`config.mk`:
```
export PLATFORM = sky130hd
export DESIGN_NAME = sbc_bit_allocation_core
export DESIGN_NICKNAME = d
export VERILOG_FILES = /design/src/sv/sbc_ba_pkg.sv /design/src/sv/sbc_bit_allocation_core.sv /design/src/sv/sbc_ba_front.sv /design/src/sv/sbc_ba_back.sv
export SDC_FILE = /design/constraint.sdc
export NUM_CORES = 1
export LEC_CHECK = 0
export BUFFER_PORTS_ARGS = -buffer_cell sky130_fd_sc_hd__buf_2
export CELL_PAD_IN_SITES_DETAIL_PLACEMENT = 2
export CELL_PAD_IN_SITES_GLOBAL_PLACEMENT = 2
export CORE_ASPECT_RATIO = 1.5
export CORE_MARGIN = 2
export CORE_UTILIZATION = 50
export DETAILED_ROUTE_END_ITERATION = 10
export GPL_ROUTABILITY_DRIVEN = 0
export PLACE_DENSITY = 0.86
export SLEW_MARGIN = 20
export SYNTH_ARGS = -nofsm -noshare
export SYNTH_HDL_FRONTEND = slang
export SYNTH_HIERARCHICAL = 1
export SYNTH_SLANG_ARGS = --single-unit
```
`constraint.sdc`:
```
create_clock -name clk -period 19.2 [get_ports clk]
set_clock_uncertainty 0.15 [all_clocks]
set_input_delay 2.88 -clock clk [delete_from_list [all_inputs] [get_ports clk]]
set_output_delay 2.88 -clock clk [all_outputs]
set_load 0.05 [all_outputs]
```
`src/sv/sbc_ba_pkg.sv`:
```
// sbc bit allocation package: payload types, configuration codes and offset table
// no dependencies; imported by every module of the block
package sbc_ba_pkg;

	localparam int MAX_SUBBANDS = 8;
	localparam int MAX_CHANNELS = 2;
	localparam int STORE_DEPTH  = MAX_SUBBANDS * MAX_CHANNELS;

	localparam logic [4:0]        BITS_CAP     = 5'd16;
	localparam logic signed [5:0] ZERO_SF_NEED = -6'sd5;
	localparam logic signed [6:0] SLICE_FLOOR  = -7'sd21;

	// configuration register indexes
	localparam logic [2:0] CFG_CHANNEL_MODE   = 3'd0;
	localparam logic [2:0] CFG_SNR_RULE       = 3'd1;
	localparam logic [2:0] CFG_EIGHT_SUBBANDS = 3'd2;
	localparam logic [2:0] CFG_RATE_INDEX     = 3'd3;
	localparam logic [2:0] CFG_BITPOOL        = 3'd4;

	// channel mode codes
	localparam logic [1:0] CHMODE_MONO = 2'd0;
	localparam logic [1:0] CHMODE_DUAL = 2'd1;

	typedef struct packed {
		logic       in_channel;
		logic [2:0] in_subband;
		logic [3:0] scale_factor;
		logic       in_last;
	} in_item_t;

	typedef struct packed {
		logic       out_channel;
		logic [2:0] out_subband;
		logic [4:0] alloc_bits;
		logic       out_last;
	} out_item_t;

	typedef struct packed {
		logic [1:0] channel_mode;
		logic       snr_rule;
		logic       eight_subbands;
		logic [1:0] rate_index;
		logic [7:0] bitpool;
	} cfg_t;

	typedef struct packed {
		logic [STORE_DEPTH-1:0][3:0] scales;
		cfg_t                        cfg;
	} job_t;

	// front to back job handshake
	typedef struct packed {
		logic valid;
		job_t job;
	} job_hs_t;

	// loudness offset per sample rate and subband
	function automatic logic signed [3:0] loud_offset(input logic [1:0] rate,
		input logic eight, input logic [2:0] sb);
		logic signed [3:0] o;
		o = 4'sd0;
		if (eight) begin
			if (sb == 3'd0) begin
				case (rate)
					2'd0:    o = -4'sd2;
					2'd1:    o = -4'sd3;
					default: o = -4'sd4;
				endcase
			end else if (sb == 3'd6) begin
				o = (rate == 2'd0) ? 4'sd0 : 4'sd1;
			end else if (sb == 3'd7) begin
				o = (rate == 2'd0) ? 4'sd1 : 4'sd2;
			end
		end else begin
			if (sb[1:0] == 2'd0) begin
				o = (rate == 2'd0) ? -4'sd1 : -4'sd2;
			end else if (sb[1:0] == 2'd3) begin
				o = (rate == 2'd0) ? 4'sd0 : 4'sd1;
			end
		end
		return o;
	endfunction

endpackage

```
`src/sv/sbc_bit_allocation_core.sv`:
```
// sbc bit allocation top level: front and back joined by the job queue
// depends on sbc_ba_pkg, sbc_ba_front, sbc_ba_back
//
// Scale factors enter one beat each, tagged with channel and subband; a beat with
// in_last set closes the frame, and a snapshot of all sixteen scale factors plus the
// configuration drops into a two-deep job queue, so the next frame can load while the
// back end works. The back end is a single sequencer that walks the group's entries
// one per cycle: one walk for bit need, one walk per slice step of the bitpool
// search, one walk to set allocations and up to two walks of leftover passes, then
// one result beat per channel and subband, after which the job is retired. There
// are 4, 8 or 16 entries per group and at most 37 slice steps; dual channel runs two
// groups. Ordinary input beats are accepted at once, and input stalls only while two
// closed frames wait in the queue.
// Configuration writes are always accepted and apply to the next frame closed.
module sbc_bit_allocation_core import sbc_ba_pkg::*; (
	input  logic       clk,
	input  logic       arst_n,
	input  logic       in_valid,
	output logic       in_stall,
	input  in_item_t   in_item,
	output logic       out_valid,
	input  logic       out_stall,
	output out_item_t  out_item,
	input  logic       cfg_valid,
	output logic       cfg_ready,
	input  logic [2:0] cfg_index,
	input  logic [7:0] cfg_data
);

	// job snapshot travelling from front to back
	job_hs_t job_hs;
	logic    job_pop;

	sbc_ba_front u_front (
		.clk       (clk),
		.arst_n    (arst_n),
		.in_valid  (in_valid),
		.in_stall  (in_stall),
		.in_item   (in_item),
		.cfg_valid (cfg_valid),
		.cfg_ready (cfg_ready),
		.cfg_index (cfg_index),
		.cfg_data  (cfg_data),
		.job_hs    (job_hs),
		.job_pop   (job_pop)
	);

	sbc_ba_back u_back (
		.clk       (clk),
		.arst_n    (arst_n),
		.job_hs    (job_hs),
		.job_pop   (job_pop),
		.out_valid (out_valid),
		.out_stall (out_stall),
		.out_item  (out_item)
	);

endmodule

```
`src/sv/sbc_ba_front.sv`:
```
// sbc bit allocation front: configuration registers, scale factor capture, job queue
// depends on sbc_ba_pkg
module sbc_ba_front import sbc_ba_pkg::*; (
	input  logic       clk,
	input  logic       arst_n,
	input  logic       in_valid,
	output logic       in_stall,
	input  in_item_t   in_item,
	input  logic       cfg_valid,
	output logic       cfg_ready,
	input  logic [2:0] cfg_index,
	input  logic [7:0] cfg_data,
	output job_hs_t    job_hs,
	input  logic       job_pop
);

	cfg_t       cfg_q;
	logic [STORE_DEPTH-1:0][3:0] scale_q;
	logic [STORE_DEPTH-1:0][3:0] scale_next;
	job_t       fifo_q [2];
	logic       wr_q, rd_q;
	logic [1:0] cnt_q;
	logic       accept, push;

	assign cfg_ready = 1'b1;
	assign in_stall  = (cnt_q == 2'd2);
	assign accept    = in_valid && !in_stall;
	assign push      = accept && in_item.in_last;

	always_comb begin
		scale_next = scale_q;
		scale_next[{in_item.in_channel, in_item.in_subband}] = in_item.scale_factor;
	end

	always_ff @(posedge clk or negedge arst_n) begin
		if (!arst_n) begin
			cfg_q.channel_mode   <= 2'd2;
			cfg_q.snr_rule       <= 1'b0;
			cfg_q.eight_subbands <= 1'b1;
			cfg_q.rate_index     <= 2'd2;
			cfg_q.bitpool        <= 8'd32;
		end else if (cfg_valid && cfg_ready) begin
			case (cfg_index)
				CFG_CHANNEL_MODE:   cfg_q.channel_mode   <= cfg_data[1:0];
				CFG_SNR_RULE:       cfg_q.snr_rule       <= cfg_data[0];
				CFG_EIGHT_SUBBANDS: cfg_q.eight_subbands <= cfg_data[0];
				CFG_RATE_INDEX:     cfg_q.rate_index     <= cfg_data[1:0];
				CFG_BITPOOL:        cfg_q.bitpool        <= cfg_data;
				default: ;
			endcase
		end
	end

	always_ff @(posedge clk) begin
		if (accept) begin
			scale_q <= scale_next;
		end
		if (push) begin
			fifo_q[wr_q] <= '{scales: scale_next, cfg: cfg_q};
		end
	end

	always_ff @(posedge clk or negedge arst_n) begin
		if (!arst_n) begin
			wr_q  <= 1'b0;
			rd_q  <= 1'b0;
			cnt_q <= 2'd0;
		end else begin
			if (push) begin
				wr_q <= !wr_q;
			end
			if (job_pop) begin
				rd_q <= !rd_q;
			end
			if (push && !job_pop) begin
				cnt_q <= cnt_q + 2'd1;
			end else if (!push && job_pop) begin
				cnt_q <= cnt_q - 2'd1;
			end
		end
	end

	assign job_hs.valid = (cnt_q != 2'd0);
	assign job_hs.job   = fifo_q[rd_q];

endmodule

```
`src/sv/sbc_ba_back.sv`:
```
// sbc bit allocation back: sequencer for need, slice search, allocation, leftover passes, output
// depends on sbc_ba_pkg
module sbc_ba_back import sbc_ba_pkg::*; (
	input  logic      clk,
	input  logic      arst_n,
	input  job_hs_t   job_hs,
	output logic      job_pop,
	output logic      out_valid,
	input  logic      out_stall,
	output out_item_t out_item
);

	typedef enum logic [5:0] {
		ST_IDLE  = 6'b000001,
		ST_NEED  = 6'b000010,
		ST_SLICE = 6'b000100,
		ST_BITS  = 6'b001000,
		ST_PASS  = 6'b010000,
		ST_OUT   = 6'b100000
	} state_t;

	state_t            state_q;
	logic              group_q, pass_q;
	logic [3:0]        j_q;
	logic [4:0]        k_q;
	logic signed [5:0] max_q;
	logic signed [6:0] slice_q;
	logic [5:0]        acc_q;
	logic [9:0]        bc_q;
	logic signed [5:0] need_q [STORE_DEPTH];
	logic [4:0]        bits_q [STORE_DEPTH];
	logic              out_valid_q;
	out_item_t         out_q;

	cfg_t              cfg;
	logic              two_ch, dual, nc2, nb8, j_last;
	logic [4:0]        n_grp, total;
	logic [2:0]        sb;
	logic [3:0]        ent, ocell;
	logic [3:0]        sf;
	logic signed [5:0] loud, need_c, max_nxt, need_rd;
	logic signed [7:0] n8, s8, diff8;
	logic [1:0]        contrib;
	logic [5:0]        sc_fin;
	logic [9:0]        bitsum, pool;
	logic [4:0]        bits_new, bits_rd;
	logic              ochan;
	logic [2:0]        osb;
	logic              can_load, load_out;

	assign cfg    = job_hs.job.cfg;
	assign two_ch = (cfg.channel_mode != CHMODE_MONO);
	assign dual   = (cfg.channel_mode == CHMODE_DUAL);
	assign nc2    = two_ch && !dual;
	assign nb8    = cfg.eight_subbands;
	assign n_grp  = nc2 ? (nb8 ? 5'd16 : 5'd8) : (nb8 ? 5'd8 : 5'd4);
	assign total  = two_ch ? (nb8 ? 5'd16 : 5'd8) : (nb8 ? 5'd8 : 5'd4);
	assign j_last = ({1'b0, j_q} == n_grp - 5'd1);
	assign pool   = {2'b00, cfg.bitpool};

	// stereo groups walk channels interleaved per subband
	always_comb begin
		if (nc2) begin
			sb  = j_q[3:1];
			ent = {j_q[0], j_q[3:1]};
		end else begin
			sb  = j_q[2:0];
			ent = {group_q, j_q[2:0]};
		end
	end

	assign sf   = job_hs.job.scales[ent];
	assign loud = $signed({2'b00, sf}) - 6'(loud_offset(cfg.rate_index, nb8, sb));

	always_comb begin
		if (cfg.snr_rule) begin
			need_c = $signed({2'b00, sf});
		end else if (sf == 4'd0) begin
			need_c = ZERO_SF_NEED;
		end else if (loud > 6'sd0) begin
			need_c = loud >>> 1;
		end else begin
			need_c = loud;
		end
	end

	assign max_nxt = (need_c > max_q) ? need_c : max_q;
	assign need_rd = need_q[ent];
	assign bits_rd = bits_q[ent];
	assign n8      = 8'(need_rd);
	assign s8      = 8'(slice_q);
	assign diff8   = n8 - s8;

	always_comb begin
		if (n8 > s8 + 8'sd1 && n8 < s8 + 8'sd16) begin
			contrib = 2'd1;
		end else if (n8 == s8 + 8'sd1) begin
			contrib = 2'd2;
		end else begin
			contrib = 2'd0;
		end
	end

	assign sc_fin = acc_q + {4'd0, contrib};
	assign bitsum = bc_q + {4'd0, sc_fin};

	always_comb begin
		if (n8 >= s8 + 8'sd2) begin
			bits_new = (diff8 > 8'sd16) ? BITS_CAP : diff8[4:0];
		end else begin
			bits_new = 5'd0;
		end
	end

	// output walk is channel-major
	assign ochan    = nb8 ? k_q[3] : k_q[2];
	assign osb      = nb8 ? k_q[2:0] : {1'b0, k_q[1:0]};
	assign ocell    = {ochan, osb};
	assign can_load = !out_valid_q || !out_stall;
	assign load_out = (state_q == ST_OUT) && can_load && (k_q != total);
	assign job_pop  = (state_q == ST_OUT) && can_load && (k_q == total);

	always_ff @(posedge clk or negedge arst_n) begin
		if (!arst_n) begin
			state_q     <= ST_IDLE;
			group_q     <= 1'b0;
			pass_q      <= 1'b0;
			j_q         <= 4'd0;
			k_q         <= 5'd0;
			max_q       <= 6'sd0;
			slice_q     <= 7'sd0;
			acc_q       <= 6'd0;
			bc_q        <= 10'd0;
			out_valid_q <= 1'b0;
		end else begin
			if (load_out) begin
				out_valid_q <= 1'b1;
			end else if (!out_stall) begin
				out_valid_q <= 1'b0;
			end
			case (state_q)
				ST_IDLE: begin
					if (job_hs.valid) begin
						group_q <= 1'b0;
						j_q     <= 4'd0;
						max_q   <= 6'sd0;
						state_q <= ST_NEED;
					end
				end
				ST_NEED: begin
					max_q <= max_nxt;
					if (j_last) begin
						slice_q <= 7'(max_nxt);
						acc_q   <= 6'd0;
						bc_q    <= 10'd0;
						j_q     <= 4'd0;
						state_q <= ST_SLICE;
					end else begin
						j_q <= j_q + 4'd1;
					end
				end
				ST_SLICE: begin
					acc_q <= sc_fin;
					if (j_last) begin
						j_q <= 4'd0;
						if (bitsum < pool && slice_q > SLICE_FLOOR) begin
							bc_q    <= bitsum;
							slice_q <= slice_q - 7'sd1;
							acc_q   <= 6'd0;
						end else begin
							if (bitsum == pool) begin
								bc_q    <= bitsum;
								slice_q <= slice_q - 7'sd1;
							end
							state_q <= ST_BITS;
						end
					end else begin
						j_q <= j_q + 4'd1;
					end
				end
				ST_BITS: begin
					if (j_last) begin
						j_q     <= 4'd0;
						pass_q  <= 1'b0;
						state_q <= ST_PASS;
					end else begin
						j_q <= j_q + 4'd1;
					end
				end
				ST_PASS: begin
					if (bc_q < pool) begin
						if (!pass_q) begin
							if (bits_rd >= 5'd2 && bits_rd < BITS_CAP) begin
								bc_q <= bc_q + 10'd1;
							end else if (n8 == s8 + 8'sd1 && pool > bc_q + 10'd1) begin
								bc_q <= bc_q + 10'd2;
							end
						end else if (bits_rd < BITS_CAP) begin
							bc_q <= bc_q + 10'd1;
						end
					end
					if (bc_q >= pool || j_last) begin
						j_q <= 4'd0;
						if (!pass_q) begin
							pass_q <= 1'b1;
						end else if (dual && !group_q) begin
							group_q <= 1'b1;
							max_q   <= 6'sd0;
							state_q <= ST_NEED;
						end else begin
							k_q     <= 5'd0;
							state_q <= ST_OUT;
						end
					end else begin
						j_q <= j_q + 4'd1;
					end
				end
				ST_OUT: begin
					if (can_load) begin
						if (k_q != total) begin
							k_q <= k_q + 5'd1;
						end else begin
							state_q <= ST_IDLE;
						end
					end
				end
				default: state_q <= ST_IDLE;
			endcase
		end
	end

	// payload stores, no reset
	always_ff @(posedge clk) begin
		if (state_q == ST_NEED) begin
			need_q[ent] <= need_c;
		end
		if (state_q == ST_BITS) begin
			bits_q[ent] <= bits_new;
		end
		if (state_q == ST_PASS && bc_q < pool) begin
			if (!pass_q) begin
				if (bits_rd >= 5'd2 && bits_rd < BITS_CAP) begin
					bits_q[ent] <= bits_rd + 5'd1;
				end else if (n8 == s8 + 8'sd1 && pool > bc_q + 10'd1) begin
					bits_q[ent] <= 5'd2;
				end
			end else if (bits_rd < BITS_CAP) begin
				bits_q[ent] <= bits_rd + 5'd1;
			end
		end
		if (load_out) begin
			out_q.out_channel <= ochan;
			out_q.out_subband <= osb;
			out_q.alloc_bits  <= bits_q[ocell];
			out_q.out_last    <= (k_q == total - 5'd1);
		end
	end

	assign out_valid = out_valid_q;
	assign out_item  = out_q;

endmodule

```
==> metrics.txt, run 1 <==
# TYPE chip_impl_metric gauge
chip_impl_info{name="status",value="finished, final reports clean"} 1
chip_impl_metric{name="share_of_synthesized_registers_carrying_an_async_set_or_reset",unit=""} 0.138
chip_impl_metric{name="initial_util",unit=""} 0.507
chip_impl_metric{name="slew-limit-headroom",unit=""} 0.113
chip_impl_metric{name="synth-seq-cells",unit=""} 471
chip_impl_metric{name="initial_antenna_violation_count",unit=""} 1
chip_impl_info{name="clk_root_buffer_cell",value="sky130_fd_sc_hd__clkbuf_16"} 1
chip_impl_info{name="rsz0062_at_grt",value="false"} 1
chip_impl_metric{name="post_synth.cell_area_avg",unit="um2"} 14.0
chip_impl_metric{name="yosysSeqAreaShare",unit=""} 0.582
chip_impl_info{name="path_common_cell",value="sky130_fd_sc_hd__ha_1"} 1
chip_impl_metric{name="design.final.nets",unit=""} 1845
chip_impl_metric{name="synthesis.instances",unit=""} 1696
chip_impl_metric{name="die_width",unit="um"} 182
chip_impl_metric{name="irDropWorstVdd",unit="V"} 0.000143
chip_impl_metric{name="core_rows",unit=""} 97
chip_impl_metric{name="synthDominantCellAreaShare",unit=""} 0.514
chip_impl_metric{name="hold_ws",unit="ns"} 0.350
chip_impl_metric{name="io-pin-count",unit=""} 38
chip_impl_metric{name="cts_repair_resize_count",unit=""} 0
chip_impl_info{name="criticalPathCategory",value="flip-flop to flip-flop"} 1
chip_impl_metric{name="drt_iter0_drc",unit=""} 1738
chip_impl_info{name="critical_path.startpoint_type",value="flip-flop"} 1
chip_impl_metric{name="achievable-frequency",unit="MHz"} 81.5
chip_impl_metric{name="core-area",unit="um2"} 46800
chip_impl_metric{name="drc",unit=""} 0
chip_impl_metric{name="clock_latency",unit="ns"} 0.59
chip_impl_metric{name="crit_path_max_fanout",unit=""} 35
chip_impl_info{name="synth.area.top_cells",value="sky130_fd_sc_hd__edfxtp_1 51%, sky130_fd_sc_hd__mux2_2 7.8%, sky130_fd_sc_hd__dfrtp_1 6.3%, sky130_fd_sc_hd__mux4_2 6.3%, sky130_fd_sc_hd__ha_1 4.7%"} 1
chip_impl_metric{name="cts_hold_buf",unit=""} 0
chip_impl_metric{name="synthDistinctLibCells",unit=""} 81
chip_impl_info{name="final_cell_mix",value="406 x sky130_fd_sc_hd__edfxtp_1, 164 x sky130_fd_sc_hd__mux2_2, 100 x sky130_fd_sc_hd__nand2_1"} 1
chip_impl_metric{name="timing.final.ws_setup",unit="ns"} 6.94
chip_impl_metric{name="h-tree-depth",unit=""} 2
chip_impl_metric{name="fp.dieH",unit="um"} 271
chip_impl_metric{name="grt_remaining_overflow",unit=""} 0
chip_impl_metric{name="die_area",unit="um2"} 49300
chip_impl_metric{name="synth-edff-count",unit=""} 406
chip_impl_metric{name="worst_pin_slew",unit="ns"} 1.33
chip_impl_metric{name="drive_above_1_share",unit=""} 0.234
chip_impl_metric{name="p_per_area",unit="nW/um2"} 161
chip_impl_metric{name="layout_min_cycle_time",unit="ns"} 12.26
chip_impl_info{name="area_leader_netlist",value="sky130_fd_sc_hd__edfxtp_1"} 1
chip_impl_metric{name="final.setup.tns",unit="ns"} 0
chip_impl_info{name="crit_slowest_cell",value="sky130_fd_sc_hd__nor3_1"} 1
chip_impl_metric{name="cts_buffers",unit=""} 46
chip_impl_metric{name="vias_in_the_first_global_route",unit=""} 18400
chip_impl_metric{name="total_via_count_after_detailed_routing",unit=""} 16600
chip_impl_metric{name="grt_pass1_wl",unit="mm"} 132
chip_impl_metric{name="cts.sinks",unit=""} 471
chip_impl_metric{name="first_pass_detailed_route_iteration_total",unit=""} 9
chip_impl_metric{name="cts_post_setup_buffers_inserted",unit=""} 0
chip_impl_metric{name="post_synth_net_total",unit=""} 1815
chip_impl_metric{name="total_power",unit="mW"} 4.22
chip_impl_metric{name="max-clock-path-buffers",unit=""} 3
chip_impl_metric{name="place.port_buffers",unit=""} 36
chip_impl_metric{name="avgRoutedWirePerCell",unit="um"} 38.2
chip_impl_metric{name="dp_worst_setup_slack",unit="ns"} 7.48
chip_impl_metric{name="cts.reportedPaths.clkPinSlew",unit="ns"} 0.07
chip_impl_metric{name="drtAntennaViolNets",unit=""} 0
chip_impl_metric{name="global_routing_usage_summed_across_all_routing_layers",unit=""} 0.370
chip_impl_metric{name="hold_viol",unit=""} 0
chip_impl_metric{name="critical_path_arrival",unit="ns"} 12.31
chip_impl_info{name="crit_path_end_kind",value="flip-flop"} 1
chip_impl_metric{name="count_of_antenna_diodes_in_the_layout",unit=""} 0
chip_impl_metric{name="grt_start_max_net_pins",unit=""} 73
chip_impl_metric{name="final_setup_viols",unit=""} 0
chip_impl_metric{name="detailedPlacementHpwl",unit="mm"} 54.9
chip_impl_metric{name="netlist_area",unit="um2"} 23700
chip_impl_metric{name="maxSlewViolCount",unit=""} 0
chip_impl_metric{name="yosysWarningCount",unit=""} 6
chip_impl_metric{name="route.final.wire_length",unit="mm"} 90.1
chip_impl_metric{name="post-route-period-util",unit=""} 0.639
chip_impl_info{name="hold_class",value="flip-flop to flip-flop"} 1
chip_impl_metric{name="critical-path-max-stage-delay",unit="ns"} 0.92
chip_impl_metric{name="area.growth.synth_to_final",unit="%"} 10.3
chip_impl_metric{name="crit_required",unit="ns"} 19.25
chip_impl_metric{name="pleak",unit="nW"} 9.12
chip_impl_metric{name="vias_per_cell",unit=""} 7.04
chip_impl_info{name="mostFrequentLayoutCell",value="sky130_fd_sc_hd__edfxtp_1"} 1
chip_impl_metric{name="max-cap-violations",unit=""} 0
chip_impl_info{name="tritoncts_clock_tree",value="done"} 1
chip_impl_info{name="dominantRegCellSynth",value="sky130_fd_sc_hd__edfxtp_1"} 1
==> per-stage QoR <==
| stage | std cells | util | instance area [um2] |
|---|---|---|---|
| CTS | 2357 | 0.558 | 26100 |
| finish | 2357 | 0.559 | 26200 |
| detailed placement | 2272 | 0.524 | 24600 |
| global route | 2357 | 0.559 | 26200 |
| floorplan | 1696 | - | 23700 |
| global placement | 2272 | 0.524 | 24500 |
==> layout make-up <==
type,count,area [um2]
fillers,4108,20700
flip-flops and latches,471,13800
multi-input cells,1074,9400
clock buffers,51,1190
well taps,594,743
repair buffers,63,383
clock inverters,34,378
inverters,70,263
==> where the power goes <==
group	leakage [nW]	switching [mW]	internal, mW
Clock	0.740	0.438	0.546
Sequential	4.59	0.0893	1.45
Combinational	3.79	1.17	0.522
Total	9.12	1.70	2.52
==> path summary, 6_finish.rpt <==
kind | from | endpoint | cells after the start | slack [ns]
hold / removal | u_back/acc_q[5]$_DFFE_PN0P_ | u_back/acc_q[5]$_DFFE_PN0P_ | 2 | 0.35
max in group asynchronous | arst_n | u_back/k_q[1]$_DFFE_PN0P_ | 2 | 15.80
min in group asynchronous | arst_n | u_front/rd_q$_DFFE_PN0P_ | 2 | 2.40
setup reg to reg | u_front/rd_q$_DFFE_PN0P_ | u_back/bits_q[14][0]$_DFFE_PP_ | 37 | 6.94
hold reg to reg | u_back/acc_q[5]$_DFFE_PN0P_ | u_back/acc_q[5]$_DFFE_PN0P_ | 2 | 0.35
setup / recovery | u_front/rd_q$_DFFE_PN0P_ | u_back/bits_q[14][0]$_DFFE_PP_ | 37 | 6.94
==> worst max-delay path, delay by kind of cell (launching register included) <==
family          cells  cell delay (ns)
compound gates     16             3.92
xor+xnor            1             0.18
flops               1             0.66
simple gates        8             2.35
mux                 3             1.66
buf+inv             4             1.01
fa+ha+maj           5             1.87
==> flip-flops by register name, indices dropped and copies added (netlist names) <==
name	flops
u_back/out_valid	1
u_back/out_item	10
u_front/wr_q	1
u_back/pass_q	1
u_back/k_q	5
u_front/rd_q	1
u_back/slice_q	7
u_back/acc_q	6
u_back/max_q	6
u_back/bc_q	10
u_back/need_q	96
u_back/bits_q	80
u_back/state_q	6
u_front/cnt_q	2
u_front/scale_q	64
u_front/cfg_q	14
u_back/j_q	4
u_front/fifo_q	156
u_back/group_q	1
==> routing by layer <==
metal,up-vias,GRT usage,wire (um)
li1,6597,-,-
met1,8634,0.403,30300
met2,973,0.672,47400
met3,398,0.0577,5690
met4,2,0.229,6640
met5,-,0,17
==> synthesized netlist by cell type (7+ instances only) <==
library cell               instances
sky130_fd_sc_hd__a31oi_1          13
sky130_fd_sc_hd__o22ai_1           8
sky130_fd_sc_hd__nand3_1          36
sky130_fd_sc_hd__a21boi_0          7
sky130_fd_sc_hd__and2_1           14
sky130_fd_sc_hd__o31a_1            7
sky130_fd_sc_hd__nor4_1           12
sky130_fd_sc_hd__nor2b_1          20
sky130_fd_sc_hd__nand2b_1         14
sky130_fd_sc_hd__buf_2            19
sky130_fd_sc_hd__mux2_2          164
sky130_fd_sc_hd__a21oi_1          40
sky130_fd_sc_hd__buf_1            13
sky130_fd_sc_hd__dfrtp_1          60
sky130_fd_sc_hd__nor2_1           68
sky130_fd_sc_hd__clkbuf_1         43
sky130_fd_sc_hd__o31ai_1          11
sky130_fd_sc_hd__and3_1           11
sky130_fd_sc_hd__xor2_1           16
sky130_fd_sc_hd__nand2_1         100
sky130_fd_sc_hd__o21a_1           10
sky130_fd_sc_hd__xnor2_1          33
sky130_fd_sc_hd__a22oi_1          30
sky130_fd_sc_hd__mux4_2           66
sky130_fd_sc_hd__inv_1            68
sky130_fd_sc_hd__nor3_1           40
sky130_fd_sc_hd__edfxtp_1        406
sky130_fd_sc_hd__mux2i_1          68
sky130_fd_sc_hd__ha_1             89
sky130_fd_sc_hd__or2_2            11
sky130_fd_sc_hd__nand4_1          15
sky130_fd_sc_hd__o21ai_0          63
sky130_fd_sc_hd__a211oi_1         10
sky130_fd_sc_hd__o211ai_1          7
==> cells by family (layout without fill, tap and decap cells) <==
logic type,count (synthesis),in the layout,share of synthesized area
adder cells (fa/ha/maj),94,94,0.0511
AND/OR/NAND/NOR,375,375,0.0801
XOR/XNOR,49,49,0.0181
AO/OA/AOI/OAI,254,254,0.0714
multiplexers,301,301,0.171
buffers and inverters,151,218,0.0259
flip-flops,471,471,0.582
other,1,1,0.000158
Note: power is estimated with default switching activity, not from simulation.
==> inputs of run 2 (changes only) <==
CORE_UTILIZATION = 46   (was 50)
PLACE_DENSITY = 0.81   (was 0.86)
clock period = 11.6 ns   (was 19.2 ns; I/O delays follow)
==> run 2 against run 1 <==
  * Core utilization decreased by 4.7 points
  * Sequential share of layout area is 0.16 points lower
  * Cell area is 0.31% higher
  * Sequential power grew 64%
  * Setup slack got worse by 6.2 ns
  * Non-clock buffer count is 4 higher
  * Critical path depth fell by 1
  * Global-route usage fell by 9.3 points
  * Die area is 8.5% higher
  * Sequential cell count unchanged
==> metrics.txt, run 2 (synthesis results as in run 1) <==
# TYPE chip_impl_metric gauge
chip_impl_info{name="status",value="finished, final reports clean"} 1
chip_impl_metric{name="drtAntennaViolNets",unit=""} 0
chip_impl_metric{name="grt_remaining_overflow",unit=""} 0
chip_impl_metric{name="cts_repair_resize_count",unit=""} 0
chip_impl_metric{name="area.growth.synth_to_final",unit="%"} 10.6
chip_impl_info{name="rsz0062_at_grt",value="true"} 1
chip_impl_info{name="crit_slowest_cell",value="sky130_fd_sc_hd__nor3_1"} 1
chip_impl_metric{name="finish.utilization",unit=""} 0.512
chip_impl_metric{name="global_routing_usage_summed_across_all_routing_layers",unit=""} 0.277
chip_impl_metric{name="irDropWorstVdd",unit="V"} 0.000172
chip_impl_metric{name="die_area",unit="um2"} 53500
chip_impl_metric{name="dp_worst_setup_slack",unit="ns"} 0.533
chip_impl_info{name="max_flop_register",value="u_front/fifo_q"} 1
chip_impl_metric{name="post-route-period-util",unit=""} 0.940
chip_impl_metric{name="place.port_buffers",unit=""} 36
chip_impl_metric{name="vias_per_cell",unit=""} 6.21
chip_impl_info{name="tritoncts_clock_tree",value="done"} 1
chip_impl_metric{name="achievable-frequency",unit="MHz"} 91.7
chip_impl_metric{name="drt_iter0_drc",unit=""} 932
chip_impl_metric{name="maxSlewViolCount",unit=""} 0
chip_impl_metric{name="p_per_area",unit="nW/um2"} 250
chip_impl_metric{name="cts_hold_buf",unit=""} 0
chip_impl_metric{name="core-area",unit="um2"} 51300
chip_impl_info{name="mostFrequentLayoutCell",value="sky130_fd_sc_hd__edfxtp_1"} 1
chip_impl_metric{name="total_via_count_after_detailed_routing",unit=""} 15200
chip_impl_metric{name="drive_above_1_share",unit=""} 0.237
chip_impl_info{name="layout_top_registers",value="u_front/fifo_q: 156 flops, u_back/need_q: 96 flops, u_back/bits_q: 80 flops"} 1
chip_impl_info{name="top_layer",value="met4"} 1
chip_impl_metric{name="pleak",unit="nW"} 9.15
chip_impl_metric{name="timing.final.ws_setup",unit="ns"} 0.691
chip_impl_metric{name="multiInputGateArea",unit="um2"} 9380
chip_impl_metric{name="fp.dieH",unit="um"} 282
chip_impl_metric{name="design.final.nets",unit=""} 1849
chip_impl_metric{name="vias_in_the_first_global_route",unit=""} 17100
chip_impl_metric{name="slew-limit-headroom",unit=""} 0.177
chip_impl_metric{name="hold_viol",unit=""} 0
chip_impl_metric{name="max_ffs_per_register",unit=""} 156
chip_impl_metric{name="detailedPlacementHpwl",unit="mm"} 51.3
chip_impl_info{name="final_cell_mix",value="406 x sky130_fd_sc_hd__edfxtp_1, 164 x sky130_fd_sc_hd__mux2_2, 100 x sky130_fd_sc_hd__nand2_1"} 1
chip_impl_metric{name="grt_pass1_wl",unit="mm"} 110
chip_impl_metric{name="clock_latency",unit="ns"} 0.60
chip_impl_metric{name="core_rows",unit=""} 102
chip_impl_metric{name="crit_required",unit="ns"} 11.66
chip_impl_metric{name="max-cap-violations",unit=""} 0
chip_impl_metric{name="h-tree-depth",unit=""} 2
chip_impl_metric{name="critical-path-max-stage-delay",unit="ns"} 0.80
chip_impl_metric{name="cts_post_setup_buffers_inserted",unit=""} 0
chip_impl_metric{name="seqCellArea",unit="um2"} 13800
chip_impl_info{name="clk_root_buffer_cell",value="sky130_fd_sc_hd__clkbuf_16"} 1
chip_impl_metric{name="initial_antenna_violation_count",unit=""} 1
chip_impl_metric{name="final.setup.tns",unit="ns"} 0
chip_impl_metric{name="cts.sinks",unit=""} 471
chip_impl_metric{name="layout_min_cycle_time",unit="ns"} 10.91
chip_impl_metric{name="worst_pin_slew",unit="ns"} 1.23
chip_impl_metric{name="cts_buffers",unit=""} 46
chip_impl_metric{name="initial_util",unit=""} 0.463
chip_impl_metric{name="timing.reg2reg.worst_path_depth",unit=""} 36
chip_impl_metric{name="route.final.wire_length",unit="mm"} 73.8
chip_impl_metric{name="grt_start_max_net_pins",unit=""} 68
chip_impl_metric{name="max-clock-path-buffers",unit=""} 3
chip_impl_metric{name="critical_path_arrival",unit="ns"} 10.97
chip_impl_metric{name="avgRoutedWirePerCell",unit="um"} 30.2
chip_impl_metric{name="wl_met2",unit="mm"} 40.7
chip_impl_metric{name="io-pin-count",unit=""} 38
chip_impl_info{name="path_common_cell",value="sky130_fd_sc_hd__ha_1"} 1
chip_impl_metric{name="routed-wl-met3",unit="mm"} 2.85
chip_impl_metric{name="met1_length",unit="mm"} 26.9
chip_impl_metric{name="min_path_cells",unit=""} 0
chip_impl_info{name="criticalPathCategory",value="flip-flop to flip-flop"} 1
chip_impl_metric{name="filler_cell_count",unit=""} 4718
chip_impl_metric{name="final_setup_viols",unit=""} 0
chip_impl_metric{name="first_pass_detailed_route_iteration_total",unit=""} 7
chip_impl_info{name="hold_class",value="flip-flop to flip-flop"} 1
chip_impl_metric{name="drc",unit=""} 0
chip_impl_metric{name="crit_path_max_fanout",unit=""} 19
chip_impl_info{name="crit_path_end_kind",value="flip-flop"} 1
chip_impl_metric{name="die_width",unit="um"} 189
chip_impl_metric{name="cts.reportedPaths.clkPinSlew",unit="ns"} 0.06
chip_impl_metric{name="total_power",unit="mW"} 6.57
chip_impl_info{name="critical_path.startpoint_type",value="flip-flop"} 1
run 2: area by class of cell:
cell class | count | share of cell area
repair buffers | 67 | 0.0157
flip-flops and latches | 471 | 0.527
diodes | 1 | 0.0000953
multi-input cells | 1074 | 0.357
clock buffers | 58 | 0.0475
clock inverters | 27 | 0.0107
well taps | 676 | 0.0322
inverters | 70 | 0.0100
run 2: final timing paths:
kind | slack (ns) | end | start
max | 0.69 | u_back/bits_q[14][3]$_DFFE_PP_ | u_front/rd_q$_DFFE_PN0P_
min | 0.33 | u_front/fifo_q[1][1]$_DFFE_PP_ | u_front/cfg_q[1]$_DFFE_PN0P_
max reg2reg | 0.69 | u_back/bits_q[14][3]$_DFFE_PP_ | u_front/rd_q$_DFFE_PN0P_
min reg2reg | 0.33 | u_front/fifo_q[1][1]$_DFFE_PP_ | u_front/cfg_q[1]$_DFFE_PN0P_
max in group asynchronous | 9.36 | u_front/rd_q$_DFFE_PN0P_ | arst_n
min in group asynchronous | 1.22 | u_front/cfg_q[7]$_DFFE_PN0P_ | arst_n
run 2: stage by stage:
stage | instance area [um2] | std cells | hold slack (ns)
final | 26300 | 2444 | 0.326
after global routing | 26300 | 2443 | 0.352
after CTS | 26200 | 2443 | 0.319
after detailed placement | 24700 | 2358 | 0.318
after global placement | 24700 | 2358 | 0.302
after floorplan | 23700 | 1696 | 0.287
run 2: metal layers:
layer | vias to the layer above | GRT usage
met4 | 0 | 0.122
met1 | 7993 | 0.309
met3 | 178 | 0.0293
li1 | 6594 | -
met5 | - | 0
met2 | 416 | 0.532
run 2: report_power, final:
part	switching, mW	internal (mW)	leakage, nW	total [mW]
clock	0.685	0.863	0.751	1.55
combinational	1.67	0.842	3.80	2.51
sequential	0.120	2.40	4.59	2.52
run 2: worst max-delay path, delay by kind of cell (launching register included):
kind                     cells  cell delay [ns]
multiplexers                 3             1.43
adder cells (fa/ha/maj)      5             1.85
AO/OA/AOI/OAI               16             3.72
XOR/XNOR                     1             0.19
AND/OR/NAND/NOR              8             2.14
buffers and inverters        3             0.54
flip-flops                   1             0.47
==> inputs of run 3 (changes only) <==
CORE_ASPECT_RATIO = 0.5   (was 1.5)
CORE_UTILIZATION = 48   (was 46)
CTS_BUF_LIST = sky130_fd_sc_hd__clkbuf_8   (was default)
PLACE_DENSITY = 0.84   (was 0.81)
==> run 3 against run 2 <==
  * First-iteration DRC count increased by 120%
  * Largest cell class unchanged
  * Cell count increased by 0.61%
  * Clock power fell by 12%
  * Hold slack improved by 0.0098 ns
  * Non-clock buffer count increased by 3
  * Highest routed layer is now met5
  * Register-to-register slack lost 0.06 ns
  * Critical path type unchanged
  * Sequential power is essentially flat
==> metrics.txt, run 3 (synthesis results as in run 1) <==
# TYPE chip_impl_metric gauge
chip_impl_info{name="mostFrequentLayoutCell",value="sky130_fd_sc_hd__edfxtp_1"} 1
chip_impl_metric{name="drt_iter0_drc",unit=""} 2023
chip_impl_metric{name="area.growth.synth_to_final",unit="%"} 9.75
chip_impl_metric{name="cts_hold_buf",unit=""} 0
chip_impl_info{name="rsz0062_at_grt",value="false"} 1
chip_impl_metric{name="dp_cells",unit=""} 2333
chip_impl_metric{name="initial_util",unit=""} 0.487
chip_impl_metric{name="final.setup.tns",unit="ns"} 0
chip_impl_metric{name="design.final.nets",unit=""} 1876
chip_impl_metric{name="clock_latency",unit="ns"} 0.69
chip_impl_metric{name="filler_cell_count",unit=""} 4342
chip_impl_info{name="final_cell_mix",value="406 x sky130_fd_sc_hd__edfxtp_1, 164 x sky130_fd_sc_hd__mux2_2, 101 x sky130_fd_sc_hd__inv_1"} 1
chip_impl_metric{name="postPlaceCellArea",unit="um2"} 24600
chip_impl_metric{name="p_sw",unit="mW"} 2.83
chip_impl_metric{name="worst_pin_slew",unit="ns"} 1.26
chip_impl_metric{name="power_frac_clock",unit=""} 0.204
chip_impl_info{name="crit_path_end_kind",value="flip-flop"} 1
chip_impl_metric{name="total_via_count_after_detailed_routing",unit=""} 16900
chip_impl_metric{name="critical_path_arrival",unit="ns"} 11.14
chip_impl_metric{name="hold_viol",unit=""} 0
chip_impl_metric{name="crit_required",unit="ns"} 11.77
chip_impl_metric{name="max_ffs_per_register",unit=""} 156
chip_impl_metric{name="max-clock-path-buffers",unit=""} 3
chip_impl_metric{name="achievable-frequency",unit="MHz"} 91.2
chip_impl_metric{name="drive_above_1_share",unit=""} 0.240
chip_impl_metric{name="routed-wl-met3",unit="mm"} 7.46
chip_impl_metric{name="wl_met2",unit="mm"} 44.1
chip_impl_metric{name="grt_start_max_net_pins",unit=""} 69
chip_impl_metric{name="core-area",unit="um2"} 48700
chip_impl_metric{name="vias_in_the_first_global_route",unit=""} 18200
chip_impl_metric{name="fp.dieH",unit="um"} 161
chip_impl_metric{name="vias_per_cell",unit=""} 6.86
chip_impl_metric{name="final_setup_viols",unit=""} 0
chip_impl_metric{name="cts.reportedPaths.clkPinSlew",unit="ns"} 0.07
chip_impl_metric{name="irDropWorstVdd",unit="V"} 0.000149
chip_impl_metric{name="route.final.wire_length",unit="mm"} 90.8
chip_impl_info{name="critical_path.startpoint_type",value="flip-flop"} 1
chip_impl_metric{name="p_per_area",unit="nW/um2"} 257
chip_impl_metric{name="core_rows",unit=""} 57
chip_impl_info{name="criticalPathCategory",value="flip-flop to flip-flop"} 1
chip_impl_metric{name="die_area",unit="um2"} 51400
chip_impl_metric{name="power.share.switching",unit=""} 0.423
chip_impl_metric{name="first_pass_detailed_route_iteration_total",unit=""} 6
chip_impl_metric{name="combinationalPowerShare",unit=""} 0.417
chip_impl_metric{name="h-tree-depth",unit=""} 3
chip_impl_metric{name="slew-limit-headroom",unit=""} 0.137
chip_impl_info{name="top_layer",value="met5"} 1
chip_impl_metric{name="drtAntennaViolNets",unit=""} 0
chip_impl_metric{name="post-route-period-util",unit=""} 0.945
chip_impl_metric{name="cts_buffers",unit=""} 70
chip_impl_metric{name="die_width",unit="um"} 318
chip_impl_metric{name="grt_pass1_wl",unit="mm"} 129
chip_impl_metric{name="detailedPlacementHpwl",unit="mm"} 54.4
chip_impl_metric{name="sequential_power_share",unit=""} 0.378
chip_impl_metric{name="met1_length",unit="mm"} 34.9
chip_impl_metric{name="pleak",unit="nW"} 9.20
chip_impl_metric{name="finish.cell_count_without_fillers",unit=""} 2459
chip_impl_info{name="crit_slowest_cell",value="sky130_fd_sc_hd__mux2i_4"} 1
chip_impl_metric{name="initial_antenna_violation_count",unit=""} 2
chip_impl_metric{name="io-pin-count",unit=""} 38
chip_impl_metric{name="layout_min_cycle_time",unit="ns"} 10.96
chip_impl_info{name="status",value="finished, final reports clean"} 1
chip_impl_metric{name="global_routing_usage_summed_across_all_routing_layers",unit=""} 0.345
chip_impl_metric{name="intPower",unit="mW"} 3.86
chip_impl_info{name="max_flop_register",value="u_front/fifo_q"} 1
chip_impl_metric{name="max-cap-violations",unit=""} 0
chip_impl_metric{name="fin_area",unit="um2"} 26100
chip_impl_metric{name="count_of_antenna_diodes_in_the_layout",unit=""} 0
chip_impl_metric{name="maxSlewViolCount",unit=""} 0
chip_impl_info{name="clk_root_buffer_cell",value="sky130_fd_sc_hd__clkbuf_8"} 1
chip_impl_info{name="tritoncts_clock_tree",value="done"} 1
chip_impl_info{name="hold_class",value="flip-flop to flip-flop"} 1
chip_impl_info{name="layout_top_registers",value="u_front/fifo_q: 156 flops, u_back/need_q: 96 flops, u_back/bits_q: 80 flops"} 1
chip_impl_metric{name="cts.sinks",unit=""} 471
chip_impl_metric{name="finish.utilization",unit=""} 0.535
chip_impl_metric{name="place.port_buffers",unit=""} 36
chip_impl_metric{name="avgRoutedWirePerCell",unit="um"} 36.9
chip_impl_metric{name="drc",unit=""} 0
chip_impl_info{name="path_common_cell",value="sky130_fd_sc_hd__ha_1"} 1
chip_impl_metric{name="grt_remaining_overflow",unit=""} 0
chip_impl_metric{name="total_power",unit="mW"} 6.69
chip_impl_metric{name="crit_path_max_fanout",unit=""} 19
chip_impl_metric{name="reg2reg_slack",unit="ns"} 0.64
chip_impl_metric{name="critical-path-max-stage-delay",unit="ns"} 0.69
run 3: changes by cell type in the layout (fill, tap and decap cells not counted), sizes merged:
cell,previous run,this run
buf,67,70
bufinv,4,0
clkbuf,58,74
clkinv,16,15
clkinvlp,3,2
diode,1,0
inv,74,104
run 3: final timing paths:
path | startpoint | to | depth (start not counted)
worst max-delay path | u_front/rd_q$_DFFE_PN0P_ | u_back/bits_q[13][4]$_DFFE_PP_ | 36
worst min-delay path | u_front/cfg_q[0]$_DFFE_PN0P_ | u_front/fifo_q[0][0]$_DFFE_PP_ | 0
worst max register to register | u_front/rd_q$_DFFE_PN0P_ | u_back/bits_q[13][4]$_DFFE_PP_ | 36
worst min register to register | u_front/cfg_q[0]$_DFFE_PN0P_ | u_front/fifo_q[0][0]$_DFFE_PP_ | 0
max in group asynchronous | arst_n | u_front/rd_q$_DFFE_PN0P_ | 2
min in group asynchronous | arst_n | u_front/wr_q$_DFFE_PN0N_ | 1
run 3: cell type report:
type                            count  area [um2]  share of cell area
Sequential cell                   471       13800               0.531
Multi-Input combinational cell   1074        9470               0.364
Clock buffer                       74        1020              0.0391
Tap cell                          649         812              0.0312
Timing Repair Buffer               70         435              0.0167
Inverter                           70         263              0.0101
Clock inverter                     51         226             0.00869
run 3: metrics by stage:
step,setup slack (ns),hold slack (ns)
floorplan,1.76,0.287
global placement,1.29,0.302
detailed placement,0.597,0.317
CTS,0.289,0.326
global route,0.0463,0.349
finish,0.636,0.335
run 3: critical path: cells and delay by family, from the launching register on:
family / cells / cell delay, ns
flops: 1 / 0.54
fa+ha+maj: 5 / 1.72
mux: 3 / 1.57
buf+inv: 3 / 0.68
compound gates: 16 / 3.82
simple gates: 7 / 1.77
xor+xnor: 2 / 0.35
run 3: power groups by stage:
stage	Sequential [mW]	Clock [mW]	Combinational, mW
floorplan	2.49	0	1.58
detailed placement	2.55	0	2.52
finish	2.53	1.37	2.79
global route	2.54	1.44	2.90
CTS	2.52	1.36	2.65
global placement	2.51	0	2.25
run 3: metal layers:
layer / track usage / up-vias
met4: 0.152 / 2
met3: 0.0715 / 294
met5: 0 / -
li1: - / 6657
met1: 0.431 / 8807
met2: 0.588 / 1099
run 3: repair_timing:
item / 4_1_cts / 5_1_grt
endpoints found under the setup margin: 0 / 80
resized for setup: 0 / 22
setup buffers: 0 / 1
